## src/sv/itfn_pkg.sv

```systemverilog
// shared types and constants for the indexed triangle face normal block
package itfn_pkg;
    localparam int VERTEX_DEPTH = 1024;
    localparam int IDX_W = $clog2(VERTEX_DEPTH);
    localparam int CNT_W = IDX_W + 1;

    typedef enum logic [1:0] {
        CMD_APPEND   = 2'd0,
        CMD_TRIANGLE = 2'd1,
        CMD_CLEAR    = 2'd2,
        CMD_NONE     = 2'd3
    } cmd_t;

    typedef enum logic [1:0] {
        ST_OK         = 2'd0,
        ST_DEGENERATE = 2'd1,
        ST_UNWRITTEN  = 2'd2,
        ST_FULL       = 2'd3
    } status_t;

    // control from the sequencer to the datapath
    typedef struct packed {
        logic       sqrt_start;
        logic       div_start;
        logic [1:0] div_sel;
    } itfn_ctl_t;

    // status from the datapath back to the sequencer
    typedef struct packed {
        logic sqrt_done;
        logic div_done;
    } itfn_sts_t;
endpackage

```

## src/sv/itfn_div.sv

```systemverilog
// iterative signed divider for one normal component, truncating and clamped
module itfn_div (
    input  logic               aclk,
    input  logic               aresetn,
    input  logic               start,
    input  logic signed [34:0] numer,
    input  logic [35:0]        denom,
    output logic               done,
    output logic signed [15:0] quot
);
    import itfn_pkg::*;

    // |n| * 32768 is below 2^50
    logic [49:0] num_reg, num_next;
    logic [50:0] rem_reg, rem_next;
    logic [49:0] q_reg, q_next;
    logic [35:0] den_reg;
    logic        neg_reg;
    logic [5:0]  step_reg, step_next;
    logic        busy_reg, busy_next;
    logic        done_reg, done_next;
    logic [50:0] rem_sh;
    logic [34:0] mag_n;
    logic signed [15:0] q_sat;

    assign mag_n = numer[34] ? 35'(-numer) : numer;

    always_comb begin
        rem_sh    = {rem_reg[49:0], num_reg[49]};
        num_next  = num_reg;
        rem_next  = rem_reg;
        q_next    = q_reg;
        step_next = step_reg;
        busy_next = busy_reg;
        done_next = 1'b0;
        if (start) begin
            num_next  = {mag_n, 15'd0};
            rem_next  = '0;
            q_next    = '0;
            step_next = '0;
            busy_next = 1'b1;
        end else if (busy_reg) begin
            num_next = {num_reg[48:0], 1'b0};
            if (rem_sh >= {15'd0, den_reg}) begin
                rem_next = rem_sh - {15'd0, den_reg};
                q_next   = {q_reg[48:0], 1'b1};
            end else begin
                rem_next = rem_sh;
                q_next   = {q_reg[48:0], 1'b0};
            end
            step_next = step_reg + 6'd1;
            if (step_reg == 6'd49) begin
                busy_next = 1'b0;
                done_next = 1'b1;
            end
        end
    end

    // clamp magnitude then apply sign
    always_comb begin
        if (q_reg > 50'd32767) begin
            q_sat = 16'sd32767;
        end else begin
            q_sat = signed'(q_reg[15:0]);
        end
        quot = neg_reg ? -q_sat : q_sat;
    end

    always_ff @(posedge aclk) begin
        if (!aresetn) begin
            busy_reg <= 1'b0;
            done_reg <= 1'b0;
            step_reg <= '0;
        end else begin
            busy_reg <= busy_next;
            done_reg <= done_next;
            step_reg <= step_next;
        end
        num_reg <= num_next;
        rem_reg <= rem_next;
        q_reg   <= q_next;
        if (start) begin
            den_reg <= denom;
            neg_reg <= numer[34];
        end
    end

    assign done = done_reg;
endmodule

```

## config.mk

```make
export PLATFORM = sky130hd
export DESIGN_NAME = itfn_div
export DESIGN_NICKNAME = d
export VERILOG_FILES = /design/src/sv/itfn_pkg.sv /design/src/sv/itfn_div.sv
export SDC_FILE = /design/constraint.sdc
export NUM_CORES = 1
export LEC_CHECK = 0
export ABC_CLOCK_PERIOD_IN_PS = 3500
export BUFFER_PORTS_ARGS = -buffer_cell sky130_fd_sc_hd__buf_4
export CELL_PAD_IN_SITES_DETAIL_PLACEMENT = 2
export CELL_PAD_IN_SITES_GLOBAL_PLACEMENT = 2
export CORE_UTILIZATION = 34
export DETAILED_ROUTE_END_ITERATION = 6
export PLACE_DENSITY = 0.74
export SLEW_MARGIN = 0
export SYNTH_ARGS = -nofsm -noshare
export SYNTH_HDL_FRONTEND = slang
export SYNTH_SLANG_ARGS = --single-unit
```

## constraint.sdc

```tcl
create_clock -name aclk -period 3.5 [get_ports aclk]
set_clock_uncertainty 0.05 [all_clocks]
set_input_delay 0.525 -clock aclk [delete_from_list [all_inputs] [get_ports aclk]]
set_output_delay 0.525 -clock aclk [all_outputs]
set_load 0.02 [all_outputs]
```

==> flow_metrics.env <==
export IMPL_reg2reg_from="den_reg[7]"
export IMPL_synth_main_ff_cell="dfxtp_1"
export IMPL_p_total_mw=6.11
export IMPL_r2r_end="rem_reg[43]"
export IMPL_reg2reg_setup_slack_ns=0.16
export IMPL_async_reset_ff_frac=0
export IMPL_insertion_delay_ns=0.46
export IMPL_synth_top_family_by_area="compound AO/OA/AOI/OAI gates"
export IMPL_power_frac_comb=0.294
export IMPL_cp_arrival_ns=3.58
export IMPL_worst_slew_pin_slew_ns=0.894
export IMPL_criticalPathCategory="flip-flop to output port"
export IMPL_netlist_area_sq_mm=0.0105
export IMPL_hold_viol_final=0
export IMPL_crit_start="q_reg[17]"
export IMPL_switching_share=0.337
export IMPL_setup_worst_path_start_class="flip-flop"
export IMPL_routed_wl_um=31000
export IMPL_grt_pass1_wl_um=50100
export IMPL_h_tree_depth=4
export IMPL_synth_compound_area_share=0.189
export IMPL_avgSynthCellArea_sq_um=9.02
export IMPL_final_cells=1697
export IMPL_final_util=0.417
export IMPL_cts_root_buf="clkbuf_16"
export IMPL_whs_endpoint="den_reg[4]"
export IMPL_power_density_mw_per_mm2=480
export IMPL_rsz0062_at_grt="yes"
export IMPL_ys_ff_latch=180
export IMPL_fin_crit_ns=4.16
export IMPL_grt_max_degree=69
export IMPL_yosys_warnings=0
export IMPL_drtIter0Drc=347
export IMPL_synth_fa_ha_area_frac=0.0494
export IMPL_power_switching_mw=2.06
export IMPL_overflow=0
export IMPL_place_congestion=0.809
export IMPL_drt_wirelength_per_cell_um=18.3
export IMPL_clock_sinks=180
export IMPL_placed_cells=1653
export IMPL_critPathMaxFanout=3
export IMPL_clk_pin_slew_ns=0.08
export IMPL_ys_types=74
export IMPL_maxCapViolCount=0
export IMPL_synth_mux_area_frac=0.0514
export IMPL_synth_xor_area_share=0.0665
export IMPL_fill_cells=3358
export IMPL_end_kind="output port"
export IMPL_hold_depth=1
export IMPL_rows=64
export IMPL_nNetsFinal=1402
export IMPL_synth_area_leaders="dfxtp_1 21%, edfxtp_1 21%, nor2_1 6.4%"
export IMPL_p_int_mw=4.05
export IMPL_violations="negative setup slack"
export IMPL_maxSlewHeadroom=0.404
export IMPL_die_area_sq_mm=0.0317
export IMPL_p_clk_frac=0.303
export IMPL_r2r_cells=12
export IMPL_period_share=1.19
export IMPL_p_leak_nw=5.17
export IMPL_vias=9072
export IMPL_netlist_instances=1168
export IMPL_avgViaCountPerCell=5.35
export IMPL_start_util=0.345
export IMPL_cts_tree="built"
export IMPL_synth_edf_count=72
export IMPL_min_from="denom[4]"
export IMPL_die_w_um=178
export IMPL_drc=0
export IMPL_crit_required_ns=2.92
export IMPL_synth_top_area_frac=0.205
export IMPL_clock_path_buffers=2
export IMPL_synth_nets=1283
export IMPL_status="finished with violations"
export IMPL_yosysTopAreaCell="dfxtp_1"
export IMPL_final_setup_viol_count=5
export IMPL_synthSimpleGateAreaFrac=0.182
export IMPL_num_io_pins=91
export IMPL_whs_ns=0.190
export IMPL_port_buffers=90
export IMPL_layout_common_cells="175 x nor2_1, 152 x buf_4, 110 x a21oi_1, 105 x dfxtp_1, 74 x nand2_1"
export IMPL_die_y_um=178
export IMPL_core_area_sq_mm=0.0305
export IMPL_grt_pass1_vias=9771
export IMPL_ir_worst_vdd_uv=357
export IMPL_area_growth_pct=20.8
export IMPL_cts_hold_buf=0
export IMPL_hp_class="input pin to flip-flop"
export IMPL_synth_seq_area_share=0.410
export IMPL_layout_commonest_cell="nor2_1"
export IMPL_antenna_found_initial=1
export IMPL_grtUsageTotal=0.200
export IMPL_seqPwrFrac=0.403
export IMPL_ant_nets=0
export IMPL_dr_pass1_iters=5
export IMPL_drv_slew=0
export IMPL_dp_hpwl_um=22100
export IMPL_setup_ws_ns=-0.657
export IMPL_fmax_mhz=241
export IMPL_cts_buffers=17
export IMPL_drive_gt1_frac=0.198
## stage by stage
step / cell area [sq um] / TNS [ns] / worst slack [ns]
global route: 12700 / -3.58 / -0.831
detailed placement: 11900 / -0.467 / -0.332
CTS: 12600 / -2.15 / -0.575
finish: 12700 / -2.50 / -0.657
floorplan: 10600 / -0.0373 / -0.0373
global placement: 11900 / -0.221 / -0.221
## worst max-delay path by stage
| stage | endpoint |
|---|---|
| 2_1_floorplan | quot[14] |
| 3_3_place_gp | quot[14] |
| 3_5_place_dp | quot[14] |
| 4_1_cts | quot[14] |
| 5_1_grt | quot[14] |
| 6_report | quot[14] |
## per-layer routing
layer,track usage,vias up,part of all wire
met5,0,-,0
met4,0.0531,0,0.013
met3,0.0437,27,0.036
met2,0.345,108,0.49
met1,0.249,4503,0.46
li1,-,4434,-
## critical path, cell delays in order, from the launching register on
cell and delay, ns:
dfxtp_2 0.34, nor4_4 0.30, nand4_1 0.18, nor2_2 0.18
nand4_1 0.14, buf_6 0.17, nor2_4 0.11, ha_4 0.15
nand2_2 0.05, or3_4 0.33, or3_4 0.35, nor3_4 0.14
nor3b_4 0.22, a21bo_2 0.16, nand2_2 0.06, o311ai_4 0.10
buf_6 0.15
## power by group through the flow
stage / clock (mW) / combinational (mW) / sequential (mW)
after floorplan: 0 / 1.25 / 2.47
after global placement: 0 / 1.68 / 2.50
after detailed placement: 0 / 1.73 / 2.51
after CTS: 1.93 / 1.76 / 2.46
after global routing: 2.00 / 1.99 / 2.48
final: 1.85 / 1.79 / 2.46
## synthesized netlist by cell type (5+ instances only)
cell type and n:
nand2b_1 9, o41ai_1 5, or3_1 14, nand4_1 16, edfxtp_1 72, o21ai_0 47
buf_2 8, nor4_1 16, xor2_1 55, o21a_1 6, a21o_1 16, buf_1 5
dfxtp_1 108, mux2i_1 53, inv_1 62, nor2b_1 7, o21bai_1 6, o31ai_1 17
ha_1 40, nor2_1 179, clkbuf_1 36, a21oi_1 111, o311ai_0 6, a32oi_1 7
nor3b_1 5, or4_1 8, a211oi_2 12, a211oi_1 22, buf_6 7, a31oi_1 8
a311oi_1 6, nor3_1 19, xnor2_1 25, nand2_1 77, nand3_1 10
## logic make-up after synthesis
group           after synthesis
compound gates              299
xor+xnor                     80
flops                       180
mux                          54
simple gates                391
fa+ha+maj                    41
buf+inv                     123
## final cells by class
class	count	area, sq um	area share
antenna	1	2.50	0.000197
clock buffer	21	450	0.0354
clock inverter	11	90.1	0.00708
inverter	63	240	0.0189
multi-input combinational	866	5870	0.461
sequential	180	4330	0.340
tap	396	495	0.0389
timing repair buffer	159	1250	0.0979
## what timing repair did
action,in CTS,in global routing
setup buffers,4,6
pin swaps,8,6
endpoints found under the hold margin,0,0
endpoints found under the setup margin,8,33
gates cloned,0,1
resized for setup,16,17
(Power assumes the default switching activity.)
