==> config.mk <==
export PLATFORM = sky130hd
export DESIGN_NAME = itfn_sqrt
export DESIGN_NICKNAME = d
export VERILOG_FILES = /design/src/sv/itfn_pkg.sv /design/src/sv/itfn_sqrt.sv
export SDC_FILE = /design/constraint.sdc
export NUM_CORES = 1
export LEC_CHECK = 0
export ABC_AREA = 0
export BUFFER_PORTS_ARGS = -buffer_cell sky130_fd_sc_hd__buf_2
export CAP_MARGIN = 25
export CORE_ASPECT_RATIO = 0.8
export CORE_MARGIN = 2
export CORE_UTILIZATION = 47
export DETAILED_ROUTE_END_ITERATION = 10
export PLACE_DENSITY = 0.7
export SETUP_SLACK_MARGIN = 0.1
export SYNTH_ARGS = -nofsm -noshare
export SYNTH_HDL_FRONTEND = slang
export SYNTH_SLANG_ARGS = --single-unit
==> constraint.sdc <==
create_clock -name aclk -period 3.48 [get_ports aclk]
set_input_delay 0.696 -clock aclk [delete_from_list [all_inputs] [get_ports aclk]]
set_output_delay 0.696 -clock aclk [all_outputs]
set_load 0.005 [all_outputs]
==> src/sv/itfn_pkg.sv <==
// shared types and constants for the indexed triangle face normal block
package itfn_pkg;
    localparam int VERTEX_DEPTH = 1024;
    localparam int IDX_W = $clog2(VERTEX_DEPTH);
    localparam int CNT_W = IDX_W + 1;

    typedef enum logic [1:0] {
        CMD_APPEND   = 2'd0,
        CMD_TRIANGLE = 2'd1,
        CMD_CLEAR    = 2'd2,
        CMD_NONE     = 2'd3
    } cmd_t;

    typedef enum logic [1:0] {
        ST_OK         = 2'd0,
        ST_DEGENERATE = 2'd1,
        ST_UNWRITTEN  = 2'd2,
        ST_FULL       = 2'd3
    } status_t;

    // control from the sequencer to the datapath
    typedef struct packed {
        logic       sqrt_start;
        logic       div_start;
        logic [1:0] div_sel;
    } itfn_ctl_t;

    // status from the datapath back to the sequencer
    typedef struct packed {
        logic sqrt_done;
        logic div_done;
    } itfn_sts_t;
endpackage

==> src/sv/itfn_sqrt.sv <==
// iterative floor square root, one result bit per cycle
module itfn_sqrt (
    input  logic        aclk,
    input  logic        aresetn,
    input  logic        start,
    input  logic [69:0] radicand,
    output logic        done,
    output logic [35:0] root
);
    import itfn_pkg::*;

    logic [71:0] rem_reg, rem_next;
    logic [71:0] val_reg, val_next;
    logic [35:0] root_reg, root_next;
    logic [5:0]  step_reg, step_next;
    logic        busy_reg, busy_next;
    logic        done_reg, done_next;
    logic [71:0] trial;
    logic [71:0] rem_sh;

    // restoring digit recurrence, two radicand bits per step
    always_comb begin
        rem_sh    = {rem_reg[69:0], val_reg[71:70]};
        trial     = {34'd0, root_reg, 2'b01};
        rem_next  = rem_reg;
        val_next  = val_reg;
        root_next = root_reg;
        step_next = step_reg;
        busy_next = busy_reg;
        done_next = 1'b0;
        if (start) begin
            rem_next  = '0;
            val_next  = {2'b00, radicand};
            root_next = '0;
            step_next = 6'd0;
            busy_next = 1'b1;
        end else if (busy_reg) begin
            val_next = {val_reg[69:0], 2'b00};
            if (rem_sh >= trial) begin
                rem_next  = rem_sh - trial;
                root_next = {root_reg[34:0], 1'b1};
            end else begin
                rem_next  = rem_sh;
                root_next = {root_reg[34:0], 1'b0};
            end
            step_next = step_reg + 6'd1;
            if (step_reg == 6'd35) begin
                busy_next = 1'b0;
                done_next = 1'b1;
            end
        end
    end

    always_ff @(posedge aclk) begin
        if (!aresetn) begin
            busy_reg <= 1'b0;
            done_reg <= 1'b0;
            step_reg <= '0;
        end else begin
            busy_reg <= busy_next;
            done_reg <= done_next;
            step_reg <= step_next;
        end
        rem_reg  <= rem_next;
        val_reg  <= val_next;
        root_reg <= root_next;
    end

    assign done = done_reg;
    assign root = root_reg;
endmodule

==> results, run 1 <==
- Of the total synthesized cell area, the portion taken by full adders, half adders and majority gates is 0.04643.
- The combined buffer and inverter count along the critical path is 1.
- Global routing finished with a remaining overflow of 0.
- The largest area contributor in the synthesized netlist is dfxtp_1.
- The congestion estimate from routability-driven global placement came to 0.9153.
- The number of nets in the layout is 1,330.
- The flow ran to the end, and the final reports show no timing, DRC or antenna violations.
- The gate count of the mapped netlist is 1,120.
- The initial standard-cell utilization of the core is 0.4834.
- The number of I/O port buffers is 109.
- For the worst setup path, the data required time is 3.84 ns.
- Entering global routing, the biggest net connects 164 pins.
- Of the synthesized area, sequential elements account for 0.4210.
- The largest single stage delay on the critical path is 0.40 ns.
- The net switching share of the total power is 0.3678.
- The share of total power dissipated in sequential elements is 0.365.
- IR analysis of the VDD net gives a maximum drop of 397.8 µV.
- Traced cell by cell, the critical path runs through inv_1, ha_1, a21o_1, a31oi_1, o2bb2ai_1, a211oi_2, o21bai_2, a21oi_4, o2111ai_1, or3_1, a311oi_1.
- In this run the remaining antenna-violating nets after routing total 0.
- The setup violation total in the final timing report is 0.
- STA classifies the critical path startpoint as a flop.
- The area growth from synthesis to layout is 16.33%.
- The share of async-settable or async-resettable flops after synthesis is 0.
- The number of antenna violations at the first check in global routing was 0.
- The number of different library cells used by synthesis comes to 69.
- After synthesis, the mean cell area works out to 9.384 µm².
- Clock tree synthesis selected as its root buffer the cell clkbuf_16.
- Of the total power, combinational logic draws 0.343.
- The count of inserted antenna diode cells is 0.
- The number of buffers inserted by hold repair at cts is 0.
- The floorplan step defined a die boundary enclosing 23,580 µm².
- The die is 171.2 µm wide.
- From bottom edge to top edge, the die measures 137.8 µm.
- The floorplan has 48 rows.
- The via count of the first global-routing pass came to 7,950.
- The static power due to leakage is 4.817 nW.
- The hold violation count in the final report is 0.
- The clock tree from TritonCTS is done.
- The maximum fanout count along the critical path is 8.
- The top cell type's share of synthesized area is 0.2210.
- The upper clock frequency limit is 309.0 MHz.
- Of the cells placed in the final design, the portion with a size suffix greater than 1 is 0.2348.
- For hold timing, the worst endpoint is busy_reg.
- After synthesis, the largest family of logic cells by area is simple AND/OR/NAND/NOR gates.
- Setup repair after global routing could not meet its margin everywhere.
- The post-route setup TNS is 0 ns.
- The transition at the pin with the smallest max-transition slack is 0.9289 ns.
- The relative slew slack is 0.3807.
- The register-to-register setup slack is 0.24 ns.
- The worst path in the final design needs a cycle of 3.237 ns, including I/O delays and setup.
- The net switching power is 2.634 mW.
- The detailed router finished its first iteration with 807 violations.
- The first global-routing pass estimated 40,650 µm of wire.
- The number of nets handed over by synthesis was 1,232.
- The number of cells on the worst hold path is 2.
- In the post-synthesis netlist, the biggest area contributors are dfxtp_1, edfxtp_1, mux2_2.
- The critical path is of the flop to flop type.
- The total number of vias is 8,714.
- For this run, the leading register cell type out of synthesis is dfxtp_1.
- Clock skew on the completed layout was measured at 0.01829 ns.
- The H-tree generated during clock tree synthesis spans 4 levels.
- The kind of cell with the highest combined delay along the critical path is compound AO/OA/AOI/OAI gates.
- The register with the most flip-flops in the layout has 72 of them.
- The internal portion of the total power is 4.527 mW.
- The number of clock buffers inserted by TritonCTS is 17.
- Power comes to 7.161 mW.
- The synthesized-area fraction occupied by ao, oa, aoi and oai cells is 0.1536.
- The simple-gate share of the synthesized area is 0.1695.
- The total number of clock tree sinks is 186.
- The fraction of synthesized area in multiplexers is 0.1119.
- Of the total synthesized cell area, the portion taken by XOR and XNOR cells is 0.05167.
- The tightest min-delay check is of the input port to flop type.
- Dividing the detail-routed wire length by the instance count gives 16.72 µm.
- Counting the fill cells in the layout gives 1,956.
- The clock insertion delay at the later pin of the skew report is 0.46 ns.
- The core outline area is 21,740 µm².
- STA classifies the critical path endpoint as a flop.
- The total half-perimeter wirelength after legalization and detailed placement is 17,540 µm.
- The routed via count divided by cell count is 5.692.
- The mapped netlist covers 10,510 µm².
- The cell with the largest stage delay on the worst path is ha_1.
- Counting along the longest clock path gives a buffer depth of 2.
- Before antenna repair, the detailed router went through 8 iterations.
- The final number of max-transition violations is 0.
- The path depth of the worst reg2reg path is 11.
- The worst register-to-register path begins at root[13].
- The final layout contains routed wiring with a total length of 25,600 µm.
- The endpoint of the lowest-slack register-to-register path is rem_reg[42].
- Dividing total power by cell area gives a power density of 585.7 nW/µm².
- The count of flip-flops with a built-in enable after synthesis is 70.
- The critical path arrival is 3.59 ns.
- Max-cap violations in this run came to 0.
- The synthesized design contains 186 register bits.
- For this run, the number of Yosys warnings is 0.
- The final worst-path cycle share is 0.9301.
- For this run, the total global-route usage over all layers was measured as 0.2169.
- 110 I/O pins were placed.
- In the routed design, unresolved DRC markers number 0.
- After clock tree synthesis, the clock-pin slew on the worst setup and hold paths is 0.09 ns.
- The start point of the worst min-delay path is aresetn.
- Of the total power, the clock network draws 0.292.
power groups by stage:
stage | Clock, mW | Combinational (mW) | Sequential (mW)
after floorplan | 0 | 1.69 | 2.60
after global placement | 0 | 2.21 | 2.65
after detailed placement | 0 | 2.22 | 2.66
after CTS | 2.12 | 2.28 | 2.61
after global routing | 2.20 | 2.69 | 2.64
final | 2.09 | 2.45 | 2.61
synthesized netlist by cell type, drive strengths merged, types with 10 or more instances:
| cell | instances |
|---|---|
| mux2i | 41 |
| a21oi | 46 |
| nor2 | 142 |
| or3 | 15 |
| a21o | 15 |
| xnor2 | 40 |
| dfxtp | 116 |
| buf | 22 |
| nand3 | 17 |
| edfxtp | 70 |
| xor2 | 22 |
| clkbuf | 43 |
| a211oi | 34 |
| nand2 | 103 |
| nor3 | 23 |
| a311oi | 31 |
| ha | 39 |
| or4 | 10 |
| inv | 50 |
| nand4 | 21 |
| o21ai | 34 |
| mux2 | 68 |
| nor4 | 13 |
per-stage QoR:
stage                     cell area [µm²]  setup slack [ns]    util  hold slack, ns  cells
final                               12230            0.2433  0.5624          0.4727   1531
after global routing                12230           0.04835  0.5624          0.4813   1531
after CTS                           12050           0.08317  0.5542          0.4674   1525
after detailed placement            11370           0.01074  0.5230          0.4685   1490
after global placement              11370           0.02152  0.5230          0.4663   1490
after floorplan                     10510            0.4840       -          0.4506   1120
worst max path at each step:
stage	endpoint	slack (ns)	cells after the start	startpoint
3_5_place_dp	rem_reg[65]	0.01	11	root[3]
3_3_place_gp	rem_reg[65]	0.02	11	root[18]
4_1_cts	rem_reg[65]	0.08	12	root[18]
6_report	rem_reg[42]	0.24	11	root[13]
2_1_floorplan	val_reg[0]	0.48	4	start
5_1_grt	rem_reg[65]	0.05	12	root[8]
repair_timing:
| item | CTS | global route |
|---|---|---|
| setup buffers | 3 | 6 |
| resized for setup | 6 | 27 |
| setup endpoints to repair | 9 | 67 |
| pin swaps | 2 | 3 |
cell type report:
type | instances | area, µm² | share of cell area
clock buffer | 17 | 425.4 | 0.03479
sequential | 186 | 4428 | 0.3622
tap | 300 | 375.4 | 0.03070
clock inverter | 15 | 215.2 | 0.01760
multi-input combinational | 819 | 5743 | 0.4697
inverter | 50 | 187.7 | 0.01535
timing repair buffer | 144 | 852.1 | 0.06969
metal layers:
layer  vias up  GRT usage  wire, µm
met5         -          0         0
met4         0    0.05179       292
met3        31    0.05257      1820
met2       297     0.3098     10870
met1      4109     0.3267     12620
li1       4277          -         -
kinds of logic after synthesis:
| family | after synthesis |
|---|---|
| and+or+nand+nor | 382 |
| AOI/OAI and AO/OA | 227 |
| DFF | 186 |
| buffers and inverters | 115 |
| muxes | 109 |
| xor gates and xnor gates | 62 |
| adders and majority gates | 39 |
cells in the final DEF (no fill, tap or decap), types with 29 or more instances in the layout:
| cell | netlist | final |
|---|---|---|
| nor2_1 | 141 | 141 |
| ha_1 | 39 | 32 |
| buf_4 | 5 | 32 |
| edfxtp_1 | 70 | 70 |
| a21oi_1 | 44 | 43 |
| a311oi_1 | 31 | 30 |
| nand2_1 | 103 | 103 |
| dfxtp_1 | 116 | 115 |
| buf_2 | 8 | 108 |
| inv_1 | 50 | 49 |
| mux2_2 | 68 | 68 |
| xnor2_1 | 40 | 40 |
| o21ai_0 | 30 | 29 |
| a211oi_1 | 32 | 31 |
| mux2i_1 | 41 | 41 |
No activity file was read; power rests on OpenSTA's default activity.
==> run 2, diff against run 1 <==
--- a/config.mk
+++ b/config.mk
@@ -10,9 +10,10 @@
 export CAP_MARGIN = 25
 export CORE_ASPECT_RATIO = 0.8
 export CORE_MARGIN = 2
-export CORE_UTILIZATION = 47
+export CORE_UTILIZATION = 40
 export DETAILED_ROUTE_END_ITERATION = 10
-export PLACE_DENSITY = 0.7
+export GPL_TIMING_DRIVEN = 0
+export PLACE_DENSITY = 0.62
 export SETUP_SLACK_MARGIN = 0.1
 export SYNTH_ARGS = -nofsm -noshare
 export SYNTH_HDL_FRONTEND = slang
==> run 2 against run 1 <==
Wire length is 15% higher. Global-route usage decreased by 0.16 points. Hold slack improved by 0.0097 ns. Sequential share of layout area fell by 0.55 points. Critical endpoint is now rem_reg[57]. First-iteration DRC count fell by 14%. Clock skew decreased by 0.0024 ns. Largest cell class unchanged.
==> results, run 2 (synthesis gave the netlist of run 1 again) <==
- The run finished with clean final reports.
- The horizontal extent of the die is 185.2 µm (+8.2%).
- The combined buffer and inverter count along the critical path is 1 (unchanged).
- The setup violation total in the final timing report is 0 (unchanged).
- The total half-perimeter wirelength after legalization and detailed placement is 21,170 µm (+21%).
- The final number of max-transition violations is 0 (unchanged).
- The most frequent standard cell in the layout excluding fill and tap cells is nor2_1.
- The reported max-cap violation count came to 0 (unchanged).
- The worst setup path startpoint is root[8].
- The total number of vias was 8,970 (+2.9%).
- The post-route setup TNS is 0 ns (unchanged).
- The critical path arrival is 3.62 ns (+0.03 ns).
- The total number of clock tree sinks is 186 (unchanged).
- The register-to-register setup slack came to 0.22 ns (-0.03 ns).
- The pin count of the biggest net entering global routing is 71 (-57%).
- The root buffer cell chosen for the clock tree is clkbuf_16.
- The post-placement cell count came to 1,585 (+6.4%).
- The clock period minus final worst setup slack is 3.264 ns (+0.02740 ns).
- The final wirelength is 29,400 µm (+15%).
- STA classifies the critical path endpoint as a flop.
- The design area is 12,410 µm² (+1.5%).
- The routed via count divided by cell count is 5.517 (-3.1%).
- Setup repair after global routing could not meet its margin everywhere.
- The number of nets in the layout was 1,368 (+2.9%).
- The peak supply drop is 339.5 µV (-15%).
- The power density relative to cell area came to 581.0 nW/µm² (-0.80%).
- The number of buffers inserted by hold repair at cts came to 0 (unchanged).
- The worst setup slack before clock tree synthesis came to -0.3586 ns (-0.3693 ns).
- The transition at the pin with the smallest max-transition slack is 0.9524 ns (+0.02347 ns).
- The upper clock frequency limit came to 306.4 MHz (-0.84%).
- The post-detailed-route count of antenna-violating nets is 0 (unchanged).
- The buffer levels on the longest clock path is 2 (unchanged).
- The minimum setup slack in the final design is 0.2159 ns (-0.02740 ns).
- The count of fill cells added during filler insertion is 2,533 (+29%).
- The global-route congestion overflow total is 0 (unchanged).
- The per-cell routed wire length is 18.08 µm (+8.1%).
- The critical path depth in cells is 11 (unchanged).
- Walking the worst path, the cells encountered are inv_1, ha_1, a21oi_1, o211ai_1, a21oi_1, o21ai_1, and3_1, o21ai_2, or3b_2, xor2_1, a211oi_1.
- The final worst-path cycle share was 0.9380 (+0.007873).
- Following the worst setup path forward leads to its endpoint at rem_reg[57].
- The flip-flop count of the largest register, all copies and words added is 72 (unchanged).
- The clock tree from TritonCTS is done.
- The required arrival time at the worst endpoint is 3.84 ns (about the same).
- The number of antenna violations at the first check in global routing is 1 (+1).
- The full die area was 27,600 µm² (+17%).
- The path depth of the worst reg2reg path was 11 (unchanged).
- The kind of cell with the highest combined delay along the critical path is compound AO/OA/AOI/OAI gates.
- In this run the worst hold path is classified as flop to flop.
- The proportion of layout cells with a drive suffix above 1 came to 0.2301 (-0.004666).
- The largest incremental delay on the critical path is 0.51 ns (+0.11 ns).
- The die span in y is 149.0 µm (+8.2%).
- The startpoint kind of the worst setup timing path is a flop.
- The first-pass GRT wire length was 46,050 µm (+13%).
- The weighted congestion at the end of routability-driven global placement is 0.9588 (+4.8%).
- The count of boundary I/O pins is 110 (unchanged).
- The initial standard-cell utilization of the core was 0.4033 (-0.08014).
- The core outline area is 26,060 µm² (+20%).
- The maximum fanout count along the critical path is 6 (-2).
- The total iterations of the first detailed-routing run is 5 (-3).
- The static power due to leakage was 4.828 nW (+0.22%).
- The number of I/O port buffers came to 108 (-0.92%).
- The placement-stage cell area was 11,500 µm² (+1.1%).
- In the layout the commonest cells are nor2_1, buf_2, dfxtp_1.
- Relative to the synthesized area, the layout overhead comes to 18.12%.
- The H-tree level count was 4 (unchanged).
- The critical path is of the flop to flop type.
- The reg-to-reg startpoint is root[8].
- The clock-pin slew of the registers on the worst-case setup and hold paths is 0.07 ns (-0.02 ns).
- The number of clock buffers inserted by TritonCTS is 17 (unchanged).
- The cell with the largest stage delay on the worst path is or3b_2.
- The worst register-to-register path ends at rem_reg[57].
- The count of inserted antenna diode cells was 0 (unchanged).
- The relative slew slack is 0.3651 (-0.01565).
- The overall fraction of global-route tracks in use was 0.2153 (-0.001604).
- The via count of the first global-routing pass came to 8,280 (+4.2%).
- The site row count was 53 (+10%).
- Counting stages on the worst path, the most repeated cell is a21oi_1.
- The worst clock skew was 0.01592 ns (-0.002371 ns).
- The post-route DRC violation count was 0 (unchanged).
- The DRC violation total after the first TritonRoute iteration is 697 (-14%).
- The non-filler instance count after layout is 1,626 (+6.2%).
- The clock insertion delay at the later pin of the skew report is 0.45 ns (about the same).
- The hold violation count in the final report is 0 (unchanged).
run 2: cell types whose count changed in the layout (fill, tap and decap cells not counted), sizes merged:
cell / change
bufinv: +2
inv: -5
clkinvlp: +2
buf: -3
clkinv: -1
clkbuf: +43
run 2: what timing repair did:
action | CTS | global route
cloned | 0 | 0
endpoints found under the hold margin | 0 | 0
pin swaps | 5 | 7
setup buffers | 6 | 7
gates resized for setup | 16 | 42
setup endpoints to repair | 67 | 63
run 2: worst min-delay path by stage:
stage                start  cells after the start           to
2_1_floorplan  rem_reg[32]                      2  rem_reg[32]
3_3_place_gp   rem_reg[69]                      2  rem_reg[69]
3_5_place_dp   rem_reg[69]                      2  rem_reg[69]
4_1_cts        rem_reg[69]                      2  rem_reg[69]
5_1_grt            aresetn                      2     busy_reg
6_report       rem_reg[69]                      2  rem_reg[69]
run 2: routing by layer:
| metal | routed length (µm) | up-vias | GRT usage | part of all wire |
|---|---|---|---|---|
| met3 | 2244 | 36 | 0.05347 | 0.076 |
| li1 | - | 4350 | - | - |
| met1 | 14310 | 4275 | 0.3207 | 0.49 |
| met5 | 16 | - | 0 | 0.00054 |
| met2 | 12370 | 307 | 0.3047 | 0.42 |
| met4 | 448 | 2 | 0.06389 | 0.015 |
run 2: worst reg2reg max path: stages, from the launching register on:
cell and delay [ns]:
dfxtp_1 0.38, inv_1 0.07, ha_1 0.38, a21oi_1 0.32, o211ai_1 0.14, a21oi_1 0.18, o21ai_1 0.22, and3_1 0.30
o21ai_2 0.30, or3b_2 0.51, xor2_1 0.15, a211oi_1 0.21
run 2: metrics by stage:
step	util	total power, mW	hold WS [ns]
floorplan	-	4.296	0.4506
global placement	0.4412	4.847	0.4671
detailed placement	0.4413	4.857	0.4687
CTS	0.4681	7.008	0.4826
global route	0.4764	7.605	0.4994
finish	0.4764	7.213	0.4825
run 2: cell type report:
cell class              count  area [µm²]  area share
multi-input cells         819        5818      0.4687
flip-flops and latches    186        4428      0.3567
repair buffers            121       638.1     0.05140
well taps                 357       446.7     0.03598
clock buffers              19       442.9     0.03568
plain buffers              61       292.8     0.02358
inverters                  50       190.2     0.01532
clock inverters            13       157.7     0.01270
run 2: where the power goes:
part / leakage, nW / internal [mW] / total, mW / switching, mW
Combinational: 2.88 / 1.05 / 2.56 / 1.50
Sequential: 1.66 / 2.47 / 2.61 / 0.143
Clock: 0.290 / 1.10 / 2.04 / 0.941
==> run 3, diff against run 2 <==
--- a/config.mk
+++ b/config.mk
@@ -5,7 +5,7 @@
 export SDC_FILE = /design/constraint.sdc
 export NUM_CORES = 1
 export LEC_CHECK = 0
-export ABC_AREA = 0
+export ABC_AREA = 1
 export BUFFER_PORTS_ARGS = -buffer_cell sky130_fd_sc_hd__buf_2
 export CAP_MARGIN = 25
 export CORE_ASPECT_RATIO = 0.8
==> run 3 against run 2 <==
Cell area up 6.5%. Worst setup slack improved by 0.29 ns. Clock power rose by 5%. Core utilization is 1.0 points lower. Synthesized cell count rose by 56%. Register-to-register slack improved by 0.29 ns. Non-clock buffer count decreased by 21. Wire length rose by 36%. Fmax grew 9.7%. Count of clock-buffer cells in the layout shrank 2.
==> results, run 3 <==
- The reported max-cap violation count is 0 (unchanged).
- The post-route setup TNS is 0 ns (unchanged).
- The flip-flop count of the largest register, all copies and words added is 72 (unchanged).
- The flow ran to the end, and the final reports show no timing, DRC or antenna violations.
- The top cell type's share of synthesized area is 0.2316 (+0.01069).
- The path depth of the worst reg2reg path is 14 (+3).
- The number of clock buffers inserted by TritonCTS came to 17 (unchanged).
- The upper clock frequency limit is 336.2 MHz (+9.7%).
- The start point of the worst min-delay path is rem_reg[68].
- The pin count of the biggest net entering global routing is 58 (-18%).
- The total half-perimeter wirelength after legalization and detailed placement came to 31,750 µm (+50%).
- The arithmetic-cell share of the synthesized area counting full adders, half adders and majority gates is 0.04229 (-0.004134).
- The global-route congestion overflow total was 0 (unchanged).
- The final core utilization is 0.4663 (-0.01007).
- The count of flip-flops with a built-in enable after synthesis is 70 (unchanged).
- In this run the critical register-to-register path is captured at rem_reg[57].
- The simple-gate share of the synthesized area is 0.3574 (+0.1879).
- The most numerous cell type found on the critical path is nand2_1.
- The net count of the mapped netlist is 1,854 (+50%).
- The final number of max-transition violations came to 0 (unchanged).
- The clock insertion delay at the later pin of the skew report is 0.46 ns (about the same).
- The total iterations of the first detailed-routing run is 6 (+1).
- The required arrival time at the worst endpoint is 3.81 ns (-0.03 ns).
- The type of element capturing the critical path is a flop.
- The number of antenna violations at the first check in global routing is 3 (+2).
- The relative slew slack is 0.4125 (+0.04741).
- Setup repair after global routing left no endpoint under its margin.
- The worst clock skew was 0.01740 ns (+0.001480 ns).
- The final wirelength is 39,880 µm (+36%).
- The clock period minus final worst setup slack is 2.974 ns (-0.2897 ns).
- The average instance area after synthesis is 6.623 µm² (-29%).
- The most frequent standard cell in the layout excluding fill and tap cells is nand2_1.
- The static power due to leakage is 6.634 nW (+37%).
- The peak supply drop is 462.2 µV (+36%).
- The path with the worst hold slack has its endpoint at rem_reg[68].
- The routed via count divided by cell count is 5.173 (-6.2%).
- The per-cell routed wire length was 17.69 µm (-2.2%).
- Traced cell by cell, the critical path runs through inv_1, ha_1, a21oi_1, nand2_1, inv_1, nand3_1, nand2_1, nand3_1, nand2_1, nand2_1, nand2_1, nand2_1, nand2_1, a21oi_1.
- By count the netlist is led by nand2_1, inv_1, nor2_1.
- The post-detailed-route count of antenna-violating nets is 0 (unchanged).
- The total number of clock tree sinks is 186 (unchanged).
- The largest area contributor in the synthesized netlist is nand2_1.
- The critical path's top delay family is simple AND/OR/NAND/NOR gates.
- The synthesized flop and latch total is 186 (unchanged).
- The gate count of the mapped netlist is 1,742 (+56%).
- The dominant cell by count in the synthesized netlist is nand2_1.
- The DRC violation total after the first TritonRoute iteration is 1,130 (+62%).
- The weighted congestion at the end of routability-driven global placement was 0.9709 (+1.3%).
- The parity-gate share of the synthesized area counting xor and xnor cells is 0.02429 (-0.02737).
- The share of async-settable or async-resettable flops after synthesis is 0 (unchanged).
- Leaving out fill and tap cells, the most frequent cells in the layout are nand2_1, inv_1, nor2_1.
- The full die area is 30,230 µm² (+9.5%).
- The combined buffer and inverter count along the critical path is 2 (+1).
- In this run the clock root is driven by a clkbuf_16.
- The cell with the largest stage delay on the worst path is nand3_1.
- The buffer levels on the longest clock path is 2 (unchanged).
- The hold violation count in the final report came to 0 (unchanged).
- The largest incremental delay on the critical path was 0.37 ns (-0.14 ns).
- The placement-stage cell area was 12,580 µm² (+9.4%).
- The design area was 13,220 µm² (+6.5%).
- The H-tree level count is 4 (unchanged).
- The via count of the first global-routing pass came to 10,632 (+28%).
- The cell area after synthesis was 11,540 µm² (+9.8%).
- The transition at the pin with the smallest max-transition slack was 0.8813 ns (-0.07111 ns).
- The reg-to-reg startpoint is root[6].
- The worst hold slack is 0.4577 ns (-0.02479 ns).
- The setup violation total in the final timing report came to 0 (unchanged).
- The number of I/O port buffers is 109 (+0.93%).
- The site row count is 55 (+3.8%).
- The startpoint kind of the worst setup timing path is a flop.
- The Yosys warning count is 0 (unchanged).
- TritonCTS built the clock tree.
- Compared with the post-synthesis result, the final layout area differs by 14.59%.
- The count of fill cells added during filler insertion is 2,976 (+17%).
- The initial standard-cell utilization of the core is 0.4069 (+0.003645).
- The total number of vias is 11,665 (+30%).
- After synthesis, the largest family of logic cells by area is simple AND/OR/NAND/NOR gates.
- The number of buffers inserted by hold repair at cts came to 0 (unchanged).
- The number of gates given a new drive strength after cts came to 0 (-16).
- The critical path arrival is 3.31 ns (-0.31 ns).
- The synthesized-area fraction occupied by ao, oa, aoi and oai cells is 0.09890 (-0.05467).
- The power density relative to cell area is 1001 nW/µm² (+72%).
- The most used flip-flop cell after synthesis is dfxtp_1.
- Yosys attributes the largest share of cell area to nand2_1, dfxtp_1, edfxtp_1.
- The sequential area share after synthesis is 0.3835 (-0.03748).
- The number of unique standard cell types used by synthesis was 40 (-42%).
- The fraction of synthesized area in multiplexers is 0 (-0.1119).
- The tightest min-delay check is of the flop to flop type.
- The number of buffers inserted by post-CTS setup repair is 0 (-6).
- The clock-pin slew of the registers on the worst-case setup and hold paths is 0.08 ns (about the same).
- The horizontal extent of the die is 193.9 µm (+4.7%).
- The proportion of layout cells with a drive suffix above 1 came to 0.09979 (-0.1303).
- The post-route DRC violation count was 0 (unchanged).
- The critical path class is flop to flop.
- The overall fraction of global-route tracks in use was 0.2632 (+0.04788).
- The number of cells on the worst hold path was 2 (unchanged).
- The first-pass GRT wire length is 60,440 µm (+31%).
- The register-to-register setup slack is 0.51 ns (+0.29 ns).
- The count of boundary I/O pins is 110 (unchanged).
- The number of nets in the layout is 1,983 (+45%).
- The die span in y is 155.9 µm (+4.6%).
- The maximum fanout count along the critical path is 4 (-2).
- The core outline area came to 28,350 µm² (+8.8%).
- The final worst-path cycle share is 0.8547 (-0.08325).
run 3: cell count changes after synthesis, moves of 19 or more:
cell,previous run,this run
a211oi_1,32,1
a21oi_1,44,66
a311oi_1,31,0
inv_1,50,206
mux2_2,68,0
mux2i_1,41,0
nand2_1,103,712
nand3_1,16,82
o21ai_1,3,28
o22ai_1,0,36
xor2_1,22,3
run 3: cells by family (layout without fill, tap and decap cells):
group / Yosys count / in the layout
buf+inv: 263 / 405
simple gates: 1018 / 1018
flops: 186 / 186
xor+xnor: 32 / 32
compound gates: 204 / 204
fa+ha+maj: 39 / 39
other cells: 0 / 1
run 3: final cells by class:
type                            instances  area [µm²]  area share
Multi-Input combinational cell       1293        6033      0.4564
Inverter                              212       795.8     0.06019
Antenna cell                            1       2.502   0.0001893
Sequential cell                       186        4424      0.3347
Buffer                                 51       287.8     0.02177
Timing Repair Buffer                  110       573.1     0.04335
Clock buffer                           17       425.4     0.03218
Clock inverter                         15       215.2     0.01628
Tap cell                              370       462.9     0.03502
run 3: power breakdown:
part	total, mW	switching (mW)	internal, mW
registers	2.89	0.300	2.59
clock network	2.15	1.08	1.07
logic	8.18	5.69	2.50
run 3: routing by layer:
layer | track usage | up-vias | wire length (µm)
li1 | - | 5815 | -
met1 | 0.3959 | 5309 | 19610
met2 | 0.3648 | 480 | 15370
met3 | 0.07155 | 57 | 4101
met4 | 0.07179 | 4 | 780
met5 | 0 | - | 27
run 3: through the flow:
step                      std cells  total power [mW]  worst slack [ns]
after detailed placement       2222             10.81            0.5597
after CTS                      2254             12.99            0.6424
after global routing           2255             14.25            0.3500
after global placement         2221             10.76           -0.2131
after floorplan                1742             8.550            0.8554
final                          2255             13.23            0.5056
run 3: worst max path at each step:
stage / start / endpoint / cells past startpoint
finish: root[6] / rem_reg[57] / 14
global route: root[5] / rem_reg[49] / 15
CTS: root[33] / rem_reg[23] / 15
detailed placement: start / rem_reg[42] / 7
global placement: start / val_reg[15] / 5
floorplan: start / val_reg[0] / 4
run 3: worst register-to-register path, delay by kind of cell, from the launching register on:
family | cells | cell delay (ns)
DFF | 1 | 0.33
adders and majority gates | 1 | 0.36
AOI/OAI and AO/OA | 2 | 0.41
buffers and inverters | 2 | 0.19
and+or+nand+nor | 9 | 1.59
